`src/hdl/bcdf_pkg.sv`:
```
// Shared types, constants and helper functions for the BUFR/CREX message deframer.
`timescale 1ns / 1ps

package bcdf_pkg;

  typedef enum logic [3:0] {
    PhHunt = 4'b0001,
    PhHdr  = 4'b0010,
    PhBody = 4'b0100,
    PhText = 4'b1000
  } phase_e;

  typedef enum logic [1:0] {
    StData  = 2'd0,
    StShort = 2'd1,
    StTrunc = 2'd2,
    StLong  = 2'd3
  } status_e;

  // register index = paddr[2]
  localparam logic RegFormatMode   = 1'b0;
  localparam logic RegMaxTextLength = 1'b1;

  localparam logic        FormatResetVal = 1'b0;
  localparam logic [15:0] MaxLenResetVal = 16'd15360;

  localparam logic [7:0]  CharPlus  = 8'h2B;
  localparam logic [7:0]  CharCr    = 8'h0D;
  localparam logic [7:0]  CharLf    = 8'h0A;
  localparam logic [7:0]  CharSeven = 8'h37;

  localparam logic [2:0]  BufrMarkLen = 3'd4;
  localparam logic [2:0]  CrexMarkLen = 3'd6;
  localparam logic [3:0]  CrexEndDone = 4'd8;
  localparam logic [23:0] MinBufrLen  = 24'd12;
  localparam logic [23:0] BufrHdrLen  = 24'd8;
  localparam logic [3:0]  BufrHdrBurst = 4'd8;
  localparam logic [3:0]  CrexPfxBurst = 4'd6;

  typedef struct packed {
    logic        format_mode;
    logic [15:0] max_text_length;
    logic        mode_wr;
  } cfg_t;

  // results caused by one request: up to eight bytes sharing flags and status
  typedef struct packed {
    logic [3:0]      count;
    logic [7:0][7:0] bytes;
    logic            first;
    logic            last;
    logic [1:0]      status;
  } burst_t;

  function automatic logic [7:0] marker_byte(input logic crex, input logic [2:0] idx);
    logic [7:0] r;
    r = 8'h00;
    if (crex) begin
      case (idx)
        3'd0:    r = 8'h43;
        3'd1:    r = 8'h52;
        3'd2:    r = 8'h45;
        3'd3:    r = 8'h58;
        3'd4:    r = CharPlus;
        3'd5:    r = CharPlus;
        default: r = 8'h00;
      endcase
    end else begin
      case (idx)
        3'd0:    r = 8'h42;
        3'd1:    r = 8'h55;
        3'd2:    r = 8'h46;
        3'd3:    r = 8'h52;
        default: r = 8'h00;
      endcase
    end
    return r;
  endfunction

  // CREX end marker tracker: "++", CR/LF run, "7777"
  function automatic logic [3:0] end_next(input logic [3:0] g, input logic [7:0] c);
    logic plus;
    logic crlf;
    logic [3:0] r;
    plus = (c == CharPlus);
    crlf = (c == CharCr) || (c == CharLf);
    r = plus ? 4'd1 : 4'd0;
    case (g)
      4'd0, 4'd1: begin
        r = plus ? g + 4'd1 : 4'd0;
      end
      4'd2: begin
        if (crlf) r = 4'd3;
        else r = plus ? 4'd2 : 4'd0;
      end
      4'd3: begin
        if (crlf) r = 4'd3;
        else if (c == CharSeven) r = 4'd5;
        else r = plus ? 4'd1 : 4'd0;
      end
      4'd5, 4'd6, 4'd7: begin
        if (c == CharSeven) r = g + 4'd1;
        else r = plus ? 4'd1 : 4'd0;
      end
      default: r = plus ? 4'd1 : 4'd0;
    endcase
    return r;
  endfunction

endpackage

```
`src/hdl/bcdf_in_if.sv`:
```
// Input byte channel: valid/ready with one raw stream byte per request.
`timescale 1ns / 1ps

interface bcdf_in_if;
  logic       valid;
  logic       ready;
  logic [7:0] data_byte;
  logic       stream_end;

  modport source (output valid, data_byte, stream_end, input ready);
  modport sink (input valid, data_byte, stream_end, output ready);
endinterface

```
`src/hdl/bcdf_out_if.sv`:
```
// Result channel: valid/ready with one message byte or error per request.
`timescale 1ns / 1ps

interface bcdf_out_if;
  logic       valid;
  logic       ready;
  logic [7:0] out_byte;
  logic       message_first;
  logic       message_last;
  logic [1:0] status;

  modport source (output valid, out_byte, message_first, message_last, status, input ready);
  modport sink (input valid, out_byte, message_first, message_last, status, output ready);
endinterface

```
`src/hdl/bcdf_cfg.sv`:
```
// APB-style configuration registers: format mode and CREX length limit.
`timescale 1ns / 1ps

module bcdf_cfg (
  input  logic              clk_i,
  input  logic              rst_ni,
  input  logic              psel,
  input  logic              penable,
  input  logic              pwrite,
  input  logic [2:0]        paddr,
  input  logic [31:0]       pwdata,
  output logic [31:0]       prdata,
  output logic              pready,
  output bcdf_pkg::cfg_t    cfg_o
);

  logic        mode_q, mode_d;
  logic [15:0] max_q, max_d;
  logic        wr;

  assign wr     = psel && penable && pwrite;
  assign pready = 1'b1;

  always_comb begin
    mode_d = mode_q;
    max_d  = max_q;
    if (wr) begin
      case (paddr[2])
        bcdf_pkg::RegFormatMode:    mode_d = pwdata[0];
        bcdf_pkg::RegMaxTextLength: max_d  = pwdata[15:0];
        default: ;
      endcase
    end
  end

  always_comb begin
    case (paddr[2])
      bcdf_pkg::RegFormatMode:    prdata = {31'd0, mode_q};
      bcdf_pkg::RegMaxTextLength: prdata = {16'd0, max_q};
      default:                    prdata = 32'd0;
    endcase
  end

  always_ff @(posedge clk_i or negedge rst_ni) begin
    if (!rst_ni) begin
      mode_q <= bcdf_pkg::FormatResetVal;
      max_q  <= bcdf_pkg::MaxLenResetVal;
    end else begin
      mode_q <= mode_d;
      max_q  <= max_d;
    end
  end

  assign cfg_o.format_mode     = mode_q;
  assign cfg_o.max_text_length = max_q;
  assign cfg_o.mode_wr         = wr && (paddr[2] == bcdf_pkg::RegFormatMode);

endmodule

```
`src/hdl/bcdf_core.sv`:
```
// Framing state machine: marker hunt, header hold, body and text counting.
`timescale 1ns / 1ps

module bcdf_core #(
  parameter int TEXT_COUNT_BITS = 16
) (
  input  logic                 clk_i,
  input  logic                 rst_ni,
  input  bcdf_pkg::cfg_t       cfg_i,
  input  logic                 fire_i,
  input  logic [7:0]           data_byte_i,
  input  logic                 stream_end_i,
  output bcdf_pkg::burst_t     burst_o
);

  localparam int CmpW = (TEXT_COUNT_BITS > 16) ? TEXT_COUNT_BITS : 16;

  bcdf_pkg::phase_e        phase_q, phase_d;
  logic [3:0]              mp_q, mp_d;
  logic [7:0][7:0]         held_q, held_d;
  logic [23:0]             bl_q, bl_d;
  logic [TEXT_COUNT_BITS-1:0] tc_q, tc_d;

  logic                    crex;
  logic [2:0]              mlen;
  logic [2:0]              p;
  logic [23:0]             hdr_len;
  logic [23:0]             bl_dec;
  logic [3:0]              g_next;
  logic                    over;

  assign crex    = cfg_i.format_mode;
  assign mlen    = crex ? bcdf_pkg::CrexMarkLen : bcdf_pkg::BufrMarkLen;
  assign hdr_len = {held_q[4], held_q[5], held_q[6]};
  assign bl_dec  = (bl_q != 24'd0) ? bl_q - 24'd1 : 24'd0;
  assign g_next  = bcdf_pkg::end_next(mp_q, data_byte_i);
  assign over    = CmpW'(tc_q) >= CmpW'(cfg_i.max_text_length);

  always_comb begin
    phase_d = phase_q;
    mp_d    = mp_q;
    held_d  = held_q;
    bl_d    = bl_q;
    tc_d    = tc_q;
    p       = (mp_q >= {1'b0, mlen}) ? 3'd0 : mp_q[2:0];
    burst_o = '0;

    if (stream_end_i) begin
      if (phase_q != bcdf_pkg::PhHunt) begin
        burst_o.count  = 4'd1;
        burst_o.last   = 1'b1;
        burst_o.status = bcdf_pkg::StTrunc;
      end
      phase_d = bcdf_pkg::PhHunt;
      mp_d    = 4'd0;
      bl_d    = 24'd0;
      tc_d    = '0;
    end else begin
      case (phase_q)
        bcdf_pkg::PhHunt: begin
          if (data_byte_i == bcdf_pkg::marker_byte(crex, p)) p = p + 3'd1;
          else p = (data_byte_i == bcdf_pkg::marker_byte(crex, 3'd0)) ? 3'd1 : 3'd0;
          if (p == mlen) begin
            if (crex) begin
              burst_o.count = bcdf_pkg::CrexPfxBurst;
              burst_o.first = 1'b1;
              for (int i = 0; i < 6; i++) begin
                burst_o.bytes[i] = bcdf_pkg::marker_byte(1'b1, 3'(i));
              end
              tc_d    = TEXT_COUNT_BITS'(6);
              mp_d    = 4'd0;
              phase_d = bcdf_pkg::PhText;
            end else begin
              for (int i = 0; i < 4; i++) begin
                held_d[i] = bcdf_pkg::marker_byte(1'b0, 3'(i));
              end
              mp_d    = 4'd4;
              phase_d = bcdf_pkg::PhHdr;
            end
          end else begin
            mp_d = {1'b0, p};
          end
        end
        bcdf_pkg::PhHdr: begin
          held_d[mp_q[2:0]] = data_byte_i;
          mp_d = mp_q + 4'd1;
          if (mp_q[2:0] == 3'd7) begin
            if (hdr_len < bcdf_pkg::MinBufrLen) begin
              burst_o.count  = 4'd1;
              burst_o.last   = 1'b1;
              burst_o.status = bcdf_pkg::StShort;
              phase_d = bcdf_pkg::PhHunt;
              mp_d    = 4'd0;
              bl_d    = 24'd0;
              tc_d    = '0;
            end else begin
              burst_o.count = bcdf_pkg::BufrHdrBurst;
              burst_o.first = 1'b1;
              for (int i = 0; i < 7; i++) begin
                burst_o.bytes[i] = held_q[i];
              end
              burst_o.bytes[7] = data_byte_i;
              bl_d    = hdr_len - bcdf_pkg::BufrHdrLen;
              mp_d    = 4'd0;
              phase_d = bcdf_pkg::PhBody;
            end
          end
        end
        bcdf_pkg::PhBody: begin
          burst_o.count    = 4'd1;
          burst_o.bytes[0] = data_byte_i;
          burst_o.last     = (bl_dec == 24'd0);
          bl_d = bl_dec;
          if (bl_dec == 24'd0) begin
            phase_d = bcdf_pkg::PhHunt;
            mp_d    = 4'd0;
            tc_d    = '0;
          end
        end
        bcdf_pkg::PhText: begin
          burst_o.count = 4'd1;
          if (over) begin
            burst_o.last   = 1'b1;
            burst_o.status = bcdf_pkg::StLong;
            phase_d = bcdf_pkg::PhHunt;
            mp_d    = 4'd0;
            bl_d    = 24'd0;
            tc_d    = '0;
          end else begin
            burst_o.bytes[0] = data_byte_i;
            burst_o.last     = (g_next == bcdf_pkg::CrexEndDone);
            mp_d = g_next;
            if (tc_q != '1) tc_d = tc_q + TEXT_COUNT_BITS'(1);
            if (g_next == bcdf_pkg::CrexEndDone) begin
              phase_d = bcdf_pkg::PhHunt;
              mp_d    = 4'd0;
              bl_d    = 24'd0;
              tc_d    = '0;
            end
          end
        end
        default: begin
          phase_d = bcdf_pkg::PhHunt;
          mp_d    = 4'd0;
          bl_d    = 24'd0;
          tc_d    = '0;
        end
      endcase
    end
  end

  always_ff @(posedge clk_i or negedge rst_ni) begin
    if (!rst_ni) begin
      phase_q <= bcdf_pkg::PhHunt;
      mp_q    <= 4'd0;
      bl_q    <= 24'd0;
      tc_q    <= '0;
    end else if (fire_i) begin
      phase_q <= phase_d;
      mp_q    <= mp_d;
      bl_q    <= bl_d;
      tc_q    <= tc_d;
    end else if (cfg_i.mode_wr && (phase_q == bcdf_pkg::PhHunt)) begin
      mp_q <= 4'd0;
    end
  end

  always_ff @(posedge clk_i) begin
    if (fire_i) held_q <= held_d;
  end

endmodule

```
`src/hdl/bcdf_out.sv`:
```
// Result register: holds one request's burst and hands it out a byte per cycle while ready.
`timescale 1ns / 1ps

module bcdf_out (
  input  logic               clk_i,
  input  logic               rst_ni,
  input  logic               fire_i,
  input  bcdf_pkg::burst_t   burst_i,
  output logic               can_load_o,
  bcdf_out_if.source         out_o
);

  logic [3:0]      count_q;
  logic [2:0]      pos_q;
  logic [7:0][7:0] bytes_q;
  logic            first_q;
  logic            last_q;
  logic [1:0]      status_q;
  logic            last_beat;
  logic            out_fire;

  assign out_o.valid = (count_q != 4'd0);
  assign last_beat   = ({1'b0, pos_q} == count_q - 4'd1);
  assign out_fire    = out_o.valid && out_o.ready;
  assign can_load_o  = !out_o.valid || (out_fire && last_beat);

  assign out_o.out_byte      = bytes_q[pos_q];
  assign out_o.message_first = first_q && (pos_q == 3'd0);
  assign out_o.message_last  = last_q && last_beat;
  assign out_o.status        = status_q;

  always_ff @(posedge clk_i or negedge rst_ni) begin
    if (!rst_ni) begin
      count_q <= 4'd0;
      pos_q   <= 3'd0;
    end else if (fire_i) begin
      count_q <= burst_i.count;
      pos_q   <= 3'd0;
    end else if (out_fire) begin
      if (last_beat) count_q <= 4'd0;
      pos_q <= pos_q + 3'd1;
    end
  end

  always_ff @(posedge clk_i) begin
    if (fire_i) begin
      bytes_q  <= burst_i.bytes;
      first_q  <= burst_i.first;
      last_q   <= burst_i.last;
      status_q <= burst_i.status;
    end
  end

endmodule

```
`src/hdl/bufr_crex_message_deframer.sv`:
```
// Top level of the BUFR/CREX message deframer.
`timescale 1ns / 1ps
//
// Raw stream bytes enter on in_i (valid/ready); stream_end marks the end of
// a stream and its data byte is ignored. Message bytes and error results
// leave on out_o with first/last flags and a status code. The APB port
// selects BUFR or CREX framing and sets the CREX length limit; write it only
// while the block is idle.
// Latency: a request's first result is presented the cycle after it is taken.
// Throughput: one byte per cycle while out_o is ready and each request causes
// at most one result; a completed BUFR header emits eight results and a CREX
// prefix six, so the request after them waits for the output register to
// drain, one result per cycle; it reloads in the cycle its last result goes.
// When out_o is stalled the held result stays and in_i.ready falls once the
// register holds a result that is not being taken.
// Reset puts the framer in the hunt for a start marker, BUFR mode, with a
// CREX limit of 15360 bytes, and empties the result register.
//

module bufr_crex_message_deframer #(
  parameter int TEXT_COUNT_BITS = 16
) (
  input  logic        clk_i,
  input  logic        rst_ni,
  bcdf_in_if.sink     in_i,
  bcdf_out_if.source  out_o,
  input  logic        psel,
  input  logic        penable,
  input  logic        pwrite,
  input  logic [2:0]  paddr,
  input  logic [31:0] pwdata,
  output logic [31:0] prdata,
  output logic        pready
);

  bcdf_pkg::cfg_t   cfg;
  bcdf_pkg::burst_t burst;
  logic             can_load;
  logic             in_fire;

  assign in_i.ready = can_load;
  assign in_fire    = in_i.valid && can_load;

  bcdf_cfg u_cfg (
    .clk_i   (clk_i),
    .rst_ni  (rst_ni),
    .psel    (psel),
    .penable (penable),
    .pwrite  (pwrite),
    .paddr   (paddr),
    .pwdata  (pwdata),
    .prdata  (prdata),
    .pready  (pready),
    .cfg_o   (cfg)
  );

  bcdf_core #(
    .TEXT_COUNT_BITS (TEXT_COUNT_BITS)
  ) u_core (
    .clk_i        (clk_i),
    .rst_ni       (rst_ni),
    .cfg_i        (cfg),
    .fire_i       (in_fire),
    .data_byte_i  (in_i.data_byte),
    .stream_end_i (in_i.stream_end),
    .burst_o      (burst)
  );

  bcdf_out u_out (
    .clk_i      (clk_i),
    .rst_ni     (rst_ni),
    .fire_i     (in_fire),
    .burst_i    (burst),
    .can_load_o (can_load),
    .out_o      (out_o)
  );

endmodule
```
`src/flat_wrapper.sv`:
```
// flat-port wrapper written by rule: the top's interface ports become plain ports
module bufr_crex_message_deframer_flat 
#(
  parameter int TEXT_COUNT_BITS = 16
)
  (clk_i, rst_ni, psel, penable, pwrite, paddr, pwdata, prdata, pready, in_i_valid, in_i_data_byte, in_i_stream_end, in_i_ready, out_o_valid, out_o_out_byte, out_o_message_first, out_o_message_last, out_o_status, out_o_ready);
  bcdf_in_if in_i_i ();
  bcdf_out_if out_o_i ();
  input  logic clk_i;
  input  logic rst_ni;
  input  logic psel;
  input  logic penable;
  input  logic pwrite;
  input  logic [2:0] paddr;
  input  logic [31:0] pwdata;
  output logic [31:0] prdata;
  output logic pready;
  input wire logic [$bits(in_i_i.valid)-1:0] in_i_valid;
  input wire logic [$bits(in_i_i.data_byte)-1:0] in_i_data_byte;
  input wire logic [$bits(in_i_i.stream_end)-1:0] in_i_stream_end;
  output wire logic [$bits(in_i_i.ready)-1:0] in_i_ready;
  output wire logic [$bits(out_o_i.valid)-1:0] out_o_valid;
  output wire logic [$bits(out_o_i.out_byte)-1:0] out_o_out_byte;
  output wire logic [$bits(out_o_i.message_first)-1:0] out_o_message_first;
  output wire logic [$bits(out_o_i.message_last)-1:0] out_o_message_last;
  output wire logic [$bits(out_o_i.status)-1:0] out_o_status;
  input wire logic [$bits(out_o_i.ready)-1:0] out_o_ready;
  assign in_i_i.valid = in_i_valid;
  assign in_i_i.data_byte = in_i_data_byte;
  assign in_i_i.stream_end = in_i_stream_end;
  assign in_i_ready = in_i_i.ready;
  assign out_o_valid = out_o_i.valid;
  assign out_o_out_byte = out_o_i.out_byte;
  assign out_o_message_first = out_o_i.message_first;
  assign out_o_message_last = out_o_i.message_last;
  assign out_o_status = out_o_i.status;
  assign out_o_i.ready = out_o_ready;
  bufr_crex_message_deframer #(.TEXT_COUNT_BITS(TEXT_COUNT_BITS)) u_core (.clk_i(clk_i), .rst_ni(rst_ni), .in_i(in_i_i), .out_o(out_o_i), .psel(psel), .penable(penable), .pwrite(pwrite), .paddr(paddr), .pwdata(pwdata), .prdata(prdata), .pready(pready));
endmodule
```
`config.mk`:
```
export PLATFORM = sky130hd
export DESIGN_NAME = bufr_crex_message_deframer_flat
export DESIGN_NICKNAME = d
export VERILOG_FILES = /design/src/hdl/bcdf_pkg.sv /design/src/hdl/bcdf_in_if.sv /design/src/hdl/bcdf_out_if.sv /design/src/hdl/bcdf_cfg.sv /design/src/hdl/bcdf_core.sv /design/src/hdl/bcdf_out.sv /design/src/hdl/bufr_crex_message_deframer.sv /design/src/flat_wrapper.sv
export SDC_FILE = /design/constraint.sdc
export NUM_CORES = 1
export LEC_CHECK = 0
export ABC_AREA = 1
export BUFFER_PORTS_ARGS = -buffer_cell sky130_fd_sc_hd__buf_2
export CORE_ASPECT_RATIO = 1.25
export CORE_MARGIN = 2
export CORE_UTILIZATION = 55
export CTS_BUF_LIST = sky130_fd_sc_hd__clkbuf_4 sky130_fd_sc_hd__clkbuf_8 sky130_fd_sc_hd__clkbuf_16
export CTS_CLUSTER_DIAMETER = 120
export DETAILED_ROUTE_END_ITERATION = 8
export GPL_TIMING_DRIVEN = 0
export PLACE_DENSITY = 0.74
export REMOVE_ABC_BUFFERS = 1
export SETUP_SLACK_MARGIN = 0.05
export SLEW_MARGIN = 20
export SYNTH_ARGS = -nofsm -noshare
export SYNTH_HDL_FRONTEND = slang
export SYNTH_SLANG_ARGS = --single-unit
```
`constraint.sdc`:
```
create_clock -name clk_i -period 5.8 [get_ports clk_i]
set_input_delay 0.87 -clock clk_i [delete_from_list [all_inputs] [get_ports clk_i]]
set_output_delay 0.87 -clock clk_i [all_outputs]
set_load 0.02 [all_outputs]
```
After elaboration in Yosys (flattened, before gate mapping) --
Index checks and enable logic that the tools add are counted.
Word-level totals: register bits after elaboration 204, bits in latches 0, RAM bits 0, memory bits (read-only) 0, input bits 51, output and inout port bits 47, word-level logic and storage cells 213, memories 0
Cells by class: add/sub/neg operators 7, multipliers 0, div/mod/pow operators 0, $lt $le $gt $ge 6, equality and inequality tests 38, shift operators 0, multiplexer cells 94, bitwise operators 4, reduce and logical (&&, ||, !) cells 37
Operator list (number):
- $mux 16 | 9
- $mux 24 | 6
- $pmux 32 s2 | 2
- $pmux 24 s4 | 1
- $mux 47 | 2
- $mux 4 | 21
- $pmux 40 s2 | 1
- $mux 72 | 1
- $mux 8 | 9
- $mux 65 | 1
- $bwmux 64 | 1
- $mux 32 | 2
- $pmux 16 s4 | 1
- $mux 3 | 16
- $pmux 4 s4 | 3
- $pmux 7 s5 | 1
- $pmux 8 s4 | 1
- $pmux 7 s4 | 1
- $bmux 8 s3 | 1
- $demux 8 s3 | 1
- $logic_not 24->1 | 1
- $lt 24x4->1 const B | 1
- $reduce_bool 24->1 | 1
- $sub 24x1->24 const B | 1
- other kinds (50) | 101

Depth between registers and ports, before layout --
Gate-level depths: netlist of run 1.
depth in word-level cells 23, gate-level depth with buffers 27, depth with buffers taken out 26

By module --
From an unflattened synthesis of run 1, not the netlist that was laid out.
Second synthesis, totals: cell total of the unflattened synthesis 1599, area, all modules 12478.2 µm²
Modules (own cells, without submodules):
- bcdf_core | instances 1, cells each 1211, area an instance 8370.5 µm², seq. area each 2884.0 µm²
- bcdf_out | instances 1, cells each 252, area an instance 3109.2 µm², seq. area each 2217.1 µm²
- bcdf_cfg | instances 1, cells each 134, area an instance 991.0 µm², seq. area each 430.4 µm²
- bufr_crex_message_deframer | instances 1, cells each 2, area an instance 7.5 µm², seq. area each 0.0 µm²

Worst setup path before layout of run 1 --
OpenSTA, ideal clock, no wires.
path kind register to register, start register u_core.u_out.count_q[0], end register u_core.u_core.held_q[0] (netlist name), enable pin, setup time 0.432 ns, arrival 4.483 ns, required time 5.368 ns, slack 0.885 ns, stages on the path, launching flop included 11, buffers on the path 0, period minus slack after synthesis 4.915 ns, path through dfrtp_1 -> inv_1 -> ha_1 -> xnor2_1 -> nor4_1 -> nand2_1 -> nand2_1 -> nand2_1 -> clkinv_1 -> o21ai_0 -> a21oi_1
On the way: word-level cells in the longest chain between the ends 6, elaborated cells between the ends (all ways) 9, those cells by class add/sub (1); eq/ne (1); reduce/logical (7)
Ends and longest elaborated chain:
- from (decl) | RTL line bcdf_out.sv:13 | logic [3:0] count_q;
- from (signal assigned) | RTL line bcdf_out.sv:37 | count_q <= burst_i.count;
- $sub 4x1->4 / $reduce_bool 4->1 (equally long branches) | RTL line bcdf_out.sv:23, bcdf_out.sv:22
- $eq 3x4->1 / $logic_and 1x1->1 (equally long branches) | RTL line bcdf_out.sv:23, bcdf_out.sv:24
- $logic_and 1x1->1 | RTL line bcdf_out.sv:25 | assign can_load_o = !out_o.valid || (out_fire && last_beat);
- $logic_or 1x1->1 * | RTL line bcdf_out.sv:25
- net in_i_ready | RTL line flat_wrapper.sv:21 | output wire logic [$bits(in_i_i.ready)-1:0] in_i_ready;
- $logic_and 1x1->1 * | RTL line bufr_crex_message_deframer.sv:42 | assign in_fire = in_i.valid && can_load;
- net u_core.in_fire | RTL line bufr_crex_message_deframer.sv:39 | logic in_fire;
- $reduce_and 5->1 (no line) *
- to (signal assigned) | RTL line bcdf_core.sv:169 | if (fire_i) held_q <= held_d;
- to (decl) | RTL line bcdf_core.sv:20 | logic [7:0][7:0] held_q, held_d;
Mark *: on every way through the listed nets, which the timed path passes. The rest lies on a longest branch. A chain may end at the register's enable or synchronous reset.

Final worst setup path of run 1 --
start register u_core.u_core.mp_q[1], end register u_core.u_out.bytes_q[45] (netlist name) (data pin)
On the way: word-level cells in the longest chain between the ends 15, elaborated cells between the ends (all ways) 24, those cells by class add/sub (1); order compare (1); eq/ne (8); mux (12); reduce/logical (2)
Ends and longest elaborated chain:
- from (decl) | RTL line bcdf_core.sv:19 | logic [3:0] mp_q, mp_d;
- from (signal assigned) | RTL line bcdf_core.sv:160 | mp_q <= mp_d;
- $ge 4x3->1 | RTL line bcdf_core.sv:45 | p = (mp_q >= {1'b0, mlen}) ? 3'd0 : mp_q[2:0];
- $mux 3 | RTL line bcdf_core.sv:45
- $eq 3x3->1 | RTL line bcdf_pkg.sv:59 | case (idx)
- $reduce_or 2->1 (no line)
- $pmux 7 s5 | RTL line bcdf_pkg.sv:59
- $mux 8 | RTL line bcdf_pkg.sv:58 | if (crex) begin
- $mux 8 | RTL line bcdf_core.sv:59 | case (phase_q)
- $mux 8 | RTL line bcdf_core.sv:48 | if (stream_end_i) begin
- $eq 8x8->1 | RTL line bcdf_core.sv:61 | if (data_byte_i == bcdf_pkg::marker_byte(crex, p)) p = p + 3'd1;
- $mux 3 | RTL line bcdf_core.sv:61
- $mux 3 | RTL line bcdf_core.sv:59
- $mux 3 | RTL line bcdf_core.sv:48
- $eq 3x3->1 | RTL line bcdf_core.sv:63 | if (p == mlen) begin
- $mux 47 | RTL line bcdf_core.sv:63
- $pmux 40 s2 * | RTL line bcdf_core.sv:59
- to (signal assigned) | RTL line bcdf_out.sv:47 | bytes_q <= burst_i.bytes;
- to (decl) | RTL line bcdf_out.sv:15 | logic [7:0][7:0] bytes_q;
Mark *: on every way between the ends. The rest lies on a longest branch, timed or not. The select of a mux whose other input is x is not followed.

==> out/qor.yml, run 1 <==
pwr:
  peakVddDrop_mv: 0.256
  power.share.clock: 0.222
  internal_power_w: 0.00302
  p_comb_frac: 0.449
  switching_share: 0.462
  leakage_nw: 5.95
  p_per_area_nw_per_um2: 424
  net-switching-power_w: 0.00259
  p_seq_frac: 0.329
critical_path:
  required_ns: 6.08
  cp_slowest_cell: "nand3_2"
  criticalPathCategory: "flop to flop"
  start_kind: "flop"
  crit_fanout: 21
  arrival_ns: 4.90
  endpoint_kind: "flop"
  crit_path_max_incr_delay_ns: 0.61
  crit_path_frequent_cell: "nand2_1"
  crit_chain: "inv_1, ha_1, nand2_4, nand2_1, nand2_1, inv_1, nor2_1, ha_1, ha_1, inv_1, a21oi_1, nand2_1, nand2_1, nand2_1, nand2_1, nand2_1, nor2_4, nand3_2, nor2_2, nand3_2, nand2_2, nand2_4, a21oi_1"
floorplanning:
  start_util: 0.562
  pin_count: 98
  fp.dieArea_um2: 23300
  die_y_um: 170
  fp.dieW_um: 137
  core_area_um2: 21600
  num_rows: 60
finish:
  final_common_cell: "nand2_1"
  utilization: 0.613
  nets: 1658
  drive_above_1_share: 0.114
  mostFrequentLayoutCells: "nand2_1 (299), nor2_1 (212), inv_1 (192), edfxtp_1 (124), nand3_1 (114)"
  area_delta_synth_final_pct: 8.97
  n_antenna_cell: 0
yosys:
  synth_edf_count: 124
  synth_ff_type: "edfxtp_1"
  synth_area_um2: 12200
  synth_cells: 1540
  ys_warn_count: 0
  avgSynthCellArea_um2: 7.90
  synth_seq_area_share: 0.453
  synth_seq_cells: 195
  ys_async_sr_fraction: 0.364
  ys_types: 48
global_routing:
  grt_max_degree: 77
  grt_pass1_wl_um: 51400
  grt_overflow_total: 0
  antenna_found_initial: 0
  grt_pass1_vias: 10201
  track_usage: 0.284
detailed_routing:
  drtPass1Iterations: 7
  wl_per_cell_um: 17.2
  post-route-drc-count: 0
  vias_per_cell: 5.73
  ant_nets: 0
  drt_wl_total_um: 32000
  vias: 10683
  drtIter0Drc: 933
timing:
  clock.fmax_mhz: 216
  rsz0062_at_grt: "no"
  worstMarginPinSlew_ns: 0.969
  hold_viol_final: 0
  skew_ns: 0.0143
  fin_setup_tns_ns: 0
  min_period_over_period: 0.797
  fin_ws_ns: 1.18
  whs_ns: 0.386
  fin_crit_ns: 4.62
  setup_viol: 0
  finalMaxSlewViolations: 0
  slew_headroom: 0.353
clocking:
  clk_pin_slew_ns: 0.08
  ctsHtreeMaxLevel: 4
  numCtsBuffers: 17
  clockBufferDepth: 2
  post_cts_buffers: 0
  cts_resized: 0
  cts_hold_buffers: 0
  cts_tree: "done"
  worstSkewPairLatency_ns: 0.46
  cts_root_buffer: "clkbuf_16"
  clock_sinks: 195
place:
  port_buffers: 62
  place_ws_ns: 1.34
  place.gp.congestion: 0.892
  dp_hpwl_um: 22200
worst_hold_path:
  min_path_type: "input pin to asynchronous set/reset pin"
run_status:
  outcome: "finished, final reports clean"
flow_run:
  max_cap_violations: 0
layout make-up:
| cell class | count | area (um^2) |
|---|---|---|
| clock buffers | 17 | 425 |
| fillers | 1930 | 8370 |
| clock inverters | 15 | 210 |
| well taps | 279 | 349 |
| flip-flops and latches | 195 | 5510 |
| multi-input cells | 1088 | 5600 |
| inverters | 202 | 767 |
| repair buffers | 68 | 395 |
final timing paths:
| path | from | end | slack (ns) | depth (start not counted) |
|---|---|---|---|---|
| max in group asynchronous | rst_ni | u_core.u_out.pos_q[0]$_DFFE_PN0P_ | 4.80 | 2 |
| hold / removal | rst_ni | u_core.u_core.tc_q[10]$_DFFE_PN0P_ | 0.39 | 1 |
| setup / recovery | u_core.u_core.mp_q[1]$_DFFE_PN0P_ | u_core.u_out.bytes_q[45]$_SDFFCE_PP0P_ | 1.18 | 23 |
| setup reg to reg | u_core.u_core.mp_q[1]$_DFFE_PN0P_ | u_core.u_out.bytes_q[45]$_SDFFCE_PP0P_ | 1.18 | 23 |
| min in group clk_i | u_core.u_cfg.max_q[10]$_DFFE_PN1P_ | u_core.u_cfg.max_q[10]$_DFFE_PN1P_ | 0.49 | 2 |
| hold reg to reg | u_core.u_cfg.max_q[10]$_DFFE_PN1P_ | u_core.u_cfg.max_q[10]$_DFFE_PN1P_ | 0.49 | 2 |
through the flow:
stage	total power (W)	cell area, um^2	cells
2_1_floorplan	0.00362	11800	1485
3_3_place_gp	0.00430	12500	1826
3_5_place_dp	0.00435	12600	1832
4_1_cts	0.00558	13200	1864
5_1_grt	0.00602	13300	1864
6_report	0.00561	13300	1864
power groups by stage:
stage	sequential [W]	combinational, W	clock [W]
after floorplan	0.00183	0.00180	0
after global placement	0.00188	0.00242	0
after detailed placement	0.00187	0.00247	0
after CTS	0.00184	0.00249	0.00125
after global routing	0.00187	0.00285	0.00130
final	0.00184	0.00252	0.00125
critical path, delay by kind of cell, from the launching register on:
| kind | cells | cell delay [ns] |
|---|---|---|
| simple gates | 15 | 2.36 |
| fa+ha+maj | 3 | 0.77 |
| flops | 1 | 0.56 |
| compound gates | 2 | 0.38 |
| buf+inv | 3 | 0.36 |
flip-flops by register name, indices dropped and copies added (netlist names), 4 cells and up:
name,flops
u_core.u_out.bytes_q,64
u_core.u_core.held_q,32
u_core.u_core.bl_q,24
u_core.u_core.hdr_len,24
u_core.u_cfg.max_q,16
u_core.u_core.tc_q,16
u_core.u_core.mp_q,4
u_core.u_core.phase_q,4
per-layer routing:
| metal | track usage | vias up | routed length [um] |
|---|---|---|---|
| met4 | 0.118 | 0 | 1140 |
| li1 | - | 5182 | - |
| met5 | 0 | - | 0 |
| met3 | 0.0542 | 88 | 2250 |
| met1 | 0.348 | 4977 | 12600 |
| met2 | 0.488 | 436 | 16000 |
kinds of logic (layout without fill, tap and decap cells):
family                   Yosys count  count (layout)  share of synthesized area
AO/OA/AOI/OAI                    250             250                      0.115
XOR/XNOR                          27              27                     0.0194
adder cells (fa/ha/maj)           35              35                     0.0360
buffers and inverters            272             302                     0.0951
flip-flops                       195             195                      0.453
multiplexers                       1               1                   0.000926
other                              2              17                   0.000618
AND/OR/NAND/NOR                  758             758                      0.280
cells in the mapped netlist (2+ instances only):
master    number  area share
nor2_4         6      0.0056
o211ai_1      13      0.0080
a21oi_2       10      0.0072
o22ai_1       27       0.014
nor2_1       212       0.065
xnor2_1        7      0.0050
inv_2          7      0.0022
nand2_1      299       0.092
nor3_1        30       0.012
a21oi_1       74       0.030
a31oi_1       12      0.0062
buf_2         18      0.0074
ha_1          35       0.036
edfxtp_1     124        0.31
buf_6          3      0.0028
nand3b_1       3      0.0019
xor2_1        20       0.014
conb_1         2     0.00062
nand2_4        2      0.0019
nor4_1         8      0.0041
nor3_2         2      0.0016
dfrtp_1       66        0.14
nor3b_1        4      0.0025
nand3_1      114       0.047
dfstp_2        5       0.011
buf_1          3     0.00093
buf_4         20       0.012
nand3_4        4      0.0058
o21ai_0      109       0.045
inv_1        192       0.059
nor2_2        12      0.0062
nand2_2       13      0.0067
nand3_2        4      0.0033
nand4_1       42       0.022
clkbuf_1      25      0.0077
No activity file was read; power rests on OpenSTA's default activity.
==> run 2: changes to the inputs <==
- PLACE_DENSITY: 0.74 -> 0.77
- clock period: 5.8 -> 4.08 ns (I/O delays scaled with it)
==> out/qor.yml, run 2 (synthesized netlist as in run 1, its figures left out) <==
critical_path:
  critPathTopFamily: "simple AND/OR/NAND/NOR gates"
  required_ns: 4.16  # -1.92 ns
  reg2reg_slack_ns: 0.18  # -1.00 ns
  crit_path_frequent_cell: "nand2_1"
  path_buf_inv: 1  # -2
  crit_cells: 8  # -65%
  start_kind: "flop"
  criticalPathCategory: "flop to flop"
  cp_slowest_cell: "dfrtp_1"
  arrival_ns: 3.98  # -0.92 ns
  reg2reg_from: "u_core.u_out.pos_q[1]$_DFFE_PN0P_"
  rr_endpoint: "u_core.u_core.hdr_len[3]$_DFFE_PP_"
  rr_worst_depth: 8  # -65%
  crit_path_max_incr_delay_ns: 0.83  # +0.22 ns
  crit_chain: "xnor2_1, nor4_1, nand2_1, nand2_1, nand2_1, clkinv_4, nand3_1, nor3_2"
  crit_fanout: 76  # +260%
  endpoint_kind: "flop"
clocking:
  cts_hold_buffers: 0  # unchanged
  clockBufferDepth: 2  # unchanged
  numCtsBuffers: 17  # unchanged
  cts_tree: "done"
  ctsHtreeMaxLevel: 4  # unchanged
  cts_root_buffer: "clkbuf_16"
  worstSkewPairLatency_ns: 0.45  # about the same
  clk_pin_slew_ns: 0.09  # about the same
  clock_sinks: 195  # unchanged
timing:
  clock.fmax_mhz: 256  # +19%
  fin_setup_tns_ns: 0  # unchanged
  worstMarginPinSlew_ns: 0.999  # +0.0304 ns
  setup_viol: 0  # unchanged
  skew_ns: 0.0168  # +0.00252 ns
  hold_viol_final: 0  # unchanged
  finalMaxSlewViolations: 0  # unchanged
  rsz0062_at_grt: "no"
  slew_headroom: 0.333  # -0.0203
  fin_crit_ns: 3.90  # -0.723 ns
  min_period_over_period: 0.956  # +0.159
global_routing:
  grtUsageMet1: 0.364  # +0.0161
  grt_overflow_total: 0  # unchanged
  track_usage: 0.287  # +0.00260
  grt_pass1_vias: 10265  # +0.63%
  grt.busiest_layer: "met2"
  grt_max_degree: 77  # unchanged
  use_met2: 0.493  # +0.00541
  met3_usage: 0.0343  # -0.0200
  antenna_found_initial: 0  # unchanged
  grt_pass1_wl_um: 52000  # +1.2%
worst_hold_path:
  min_path_type: "input pin to asynchronous set/reset pin"
floorplanning:
  die_y_um: 170  # unchanged
  core_area_um2: 21600  # unchanged
  num_rows: 60  # unchanged
  fp.dieArea_um2: 23300  # unchanged
  pin_count: 98  # unchanged
  fp.dieW_um: 137  # unchanged
  start_util: 0.562  # unchanged
flow_run:
  max_cap_violations: 0  # unchanged
detailed_routing:
  post-route-drc-count: 0  # unchanged
  wl_per_cell_um: 17.3  # +0.91%
  ant_nets: 0  # unchanged
  vias_per_cell: 5.80  # +1.2%
  drt_wl_total_um: 32500  # +1.5%
  drtPass1Iterations: 6  # -1
  drtIter0Drc: 1064  # +14%
  vias: 10876  # +1.8%
finish:
  area_delta_synth_final_pct: 10.3
  drive_above_1_share: 0.124  # +0.0105
  n_antenna_cell: 0  # unchanged
  final_common_cell: "nand2_1"
  final_cell_count_no_fill: 1875  # +0.59%
  largest_register_ffs: 64  # unchanged
  postLayoutCellArea_um2: 13400  # +1.3%
  mostFrequentLayoutCells: "nand2_1 (297), nor2_1 (211), inv_1 (190), edfxtp_1 (124), nand3_1 (114)"
  regMostFlops: "u_core.u_out.bytes_q"
  fillers: 1836  # -4.9%
  reg.largest.list: "u_core.u_out.bytes_q (64), u_core.u_core.held_q (32)"
  nets: 1669  # +0.66%
place:
  dp_hpwl_um: 22000  # -0.94%
  port_buffers: 62  # unchanged
  placed_cells: 1831  # -0.055%
  placed_cell_area_um2: 12600  # about the same
  place.gp.congestion: 0.876  # -1.8%
run_status:
  outcome: "finished, final reports clean"
pwr:
  peakVddDrop_mv: 0.380  # +48%
  p_per_area_nw_per_um2: 601  # +42%
  leakage_nw: 6.02  # +1.1%
run 2: cell types whose count changed in the layout (fill, tap and decap cells not counted), moves of 2 or more:
cell / before / now
buf_12: 1 / 3
buf_4: 2 / 9
inv_1: 192 / 190
nand2_1: 299 / 297
nor2_4: 6 / 8
inv_12: 4 / 8
clkinv_8: 6 / 3
run 2: cell type report:
type	instances	area, um^2	area share
clock buffer	17	425	0.0317
timing repair buffer	78	507	0.0378
clock inverter	15	219	0.0163
inverter	202	771	0.0574
sequential	195	5510	0.411
tap	279	349	0.0260
multi-input combinational	1089	5640	0.420
run 2: what timing repair did:
item | CTS | global route
gates cloned | 1 | 2
setup buffers | 2 | 6
resized for setup | 8 | 5
pin swaps | 2 | 2
endpoints found under the setup margin | 81 | 68
run 2: worst max-delay path by stage:
| stage | from | endpoint |
|---|---|---|
| 2_1_floorplan | u_core.u_out.pos_q[0]$_DFFE_PN0P_ | u_core.u_core.held_q[0]$_SDFFCE_PN0P_ |
| 3_3_place_gp | u_core.u_out.pos_q[0]$_DFFE_PN0P_ | u_core.u_core.held_q[27]$_SDFFCE_PN0P_ |
| 3_5_place_dp | u_core.u_core.mp_q[1]$_DFFE_PN0P_ | u_core.u_out.bytes_q[35]$_SDFFCE_PP0P_ |
| 4_1_cts | u_core.u_core.mp_q[1]$_DFFE_PN0P_ | u_core.u_core.held_q[3]$_SDFFCE_PN0P_ |
| 5_1_grt | u_core.u_core.mp_q[1]$_DFFE_PN0P_ | u_core.u_out.bytes_q[35]$_SDFFCE_PP0P_ |
| 6_report | u_core.u_out.pos_q[1]$_DFFE_PN0P_ | u_core.u_core.hdr_len[3]$_DFFE_PP_ |
run 2: layer usage:
| metal | up-vias | part of all wire |
|---|---|---|
| li1 | 5199 | - |
| met1 | 5080 | 0.39 |
| met2 | 500 | 0.50 |
| met3 | 97 | 0.071 |
| met4 | 0 | 0.037 |
| met5 | - | 0 |
run 2: stage by stage:
step | setup WS [ns] | util | hold WS (ns) | total power [W]
2_1_floorplan | -0.933 | - | 0.316 | 0.00515
3_3_place_gp | -2.66 | 0.577 | 0.479 | 0.00609
3_5_place_dp | -0.402 | 0.583 | 0.487 | 0.00617
4_1_cts | 0.119 | 0.616 | 0.136 | 0.00799
5_1_grt | 0.000434 | 0.621 | 0.156 | 0.00862
6_report | 0.178 | 0.621 | 0.126 | 0.00807
run 2: report_power, final:
| group | total [W] | switching, W | internal [W] |
|---|---|---|---|
| combinational | 0.00363 | 0.00257 | 0.00106 |
| sequential | 0.00262 | 0.000219 | 0.00240 |
| clock | 0.00182 | 0.000942 | 0.000873 |
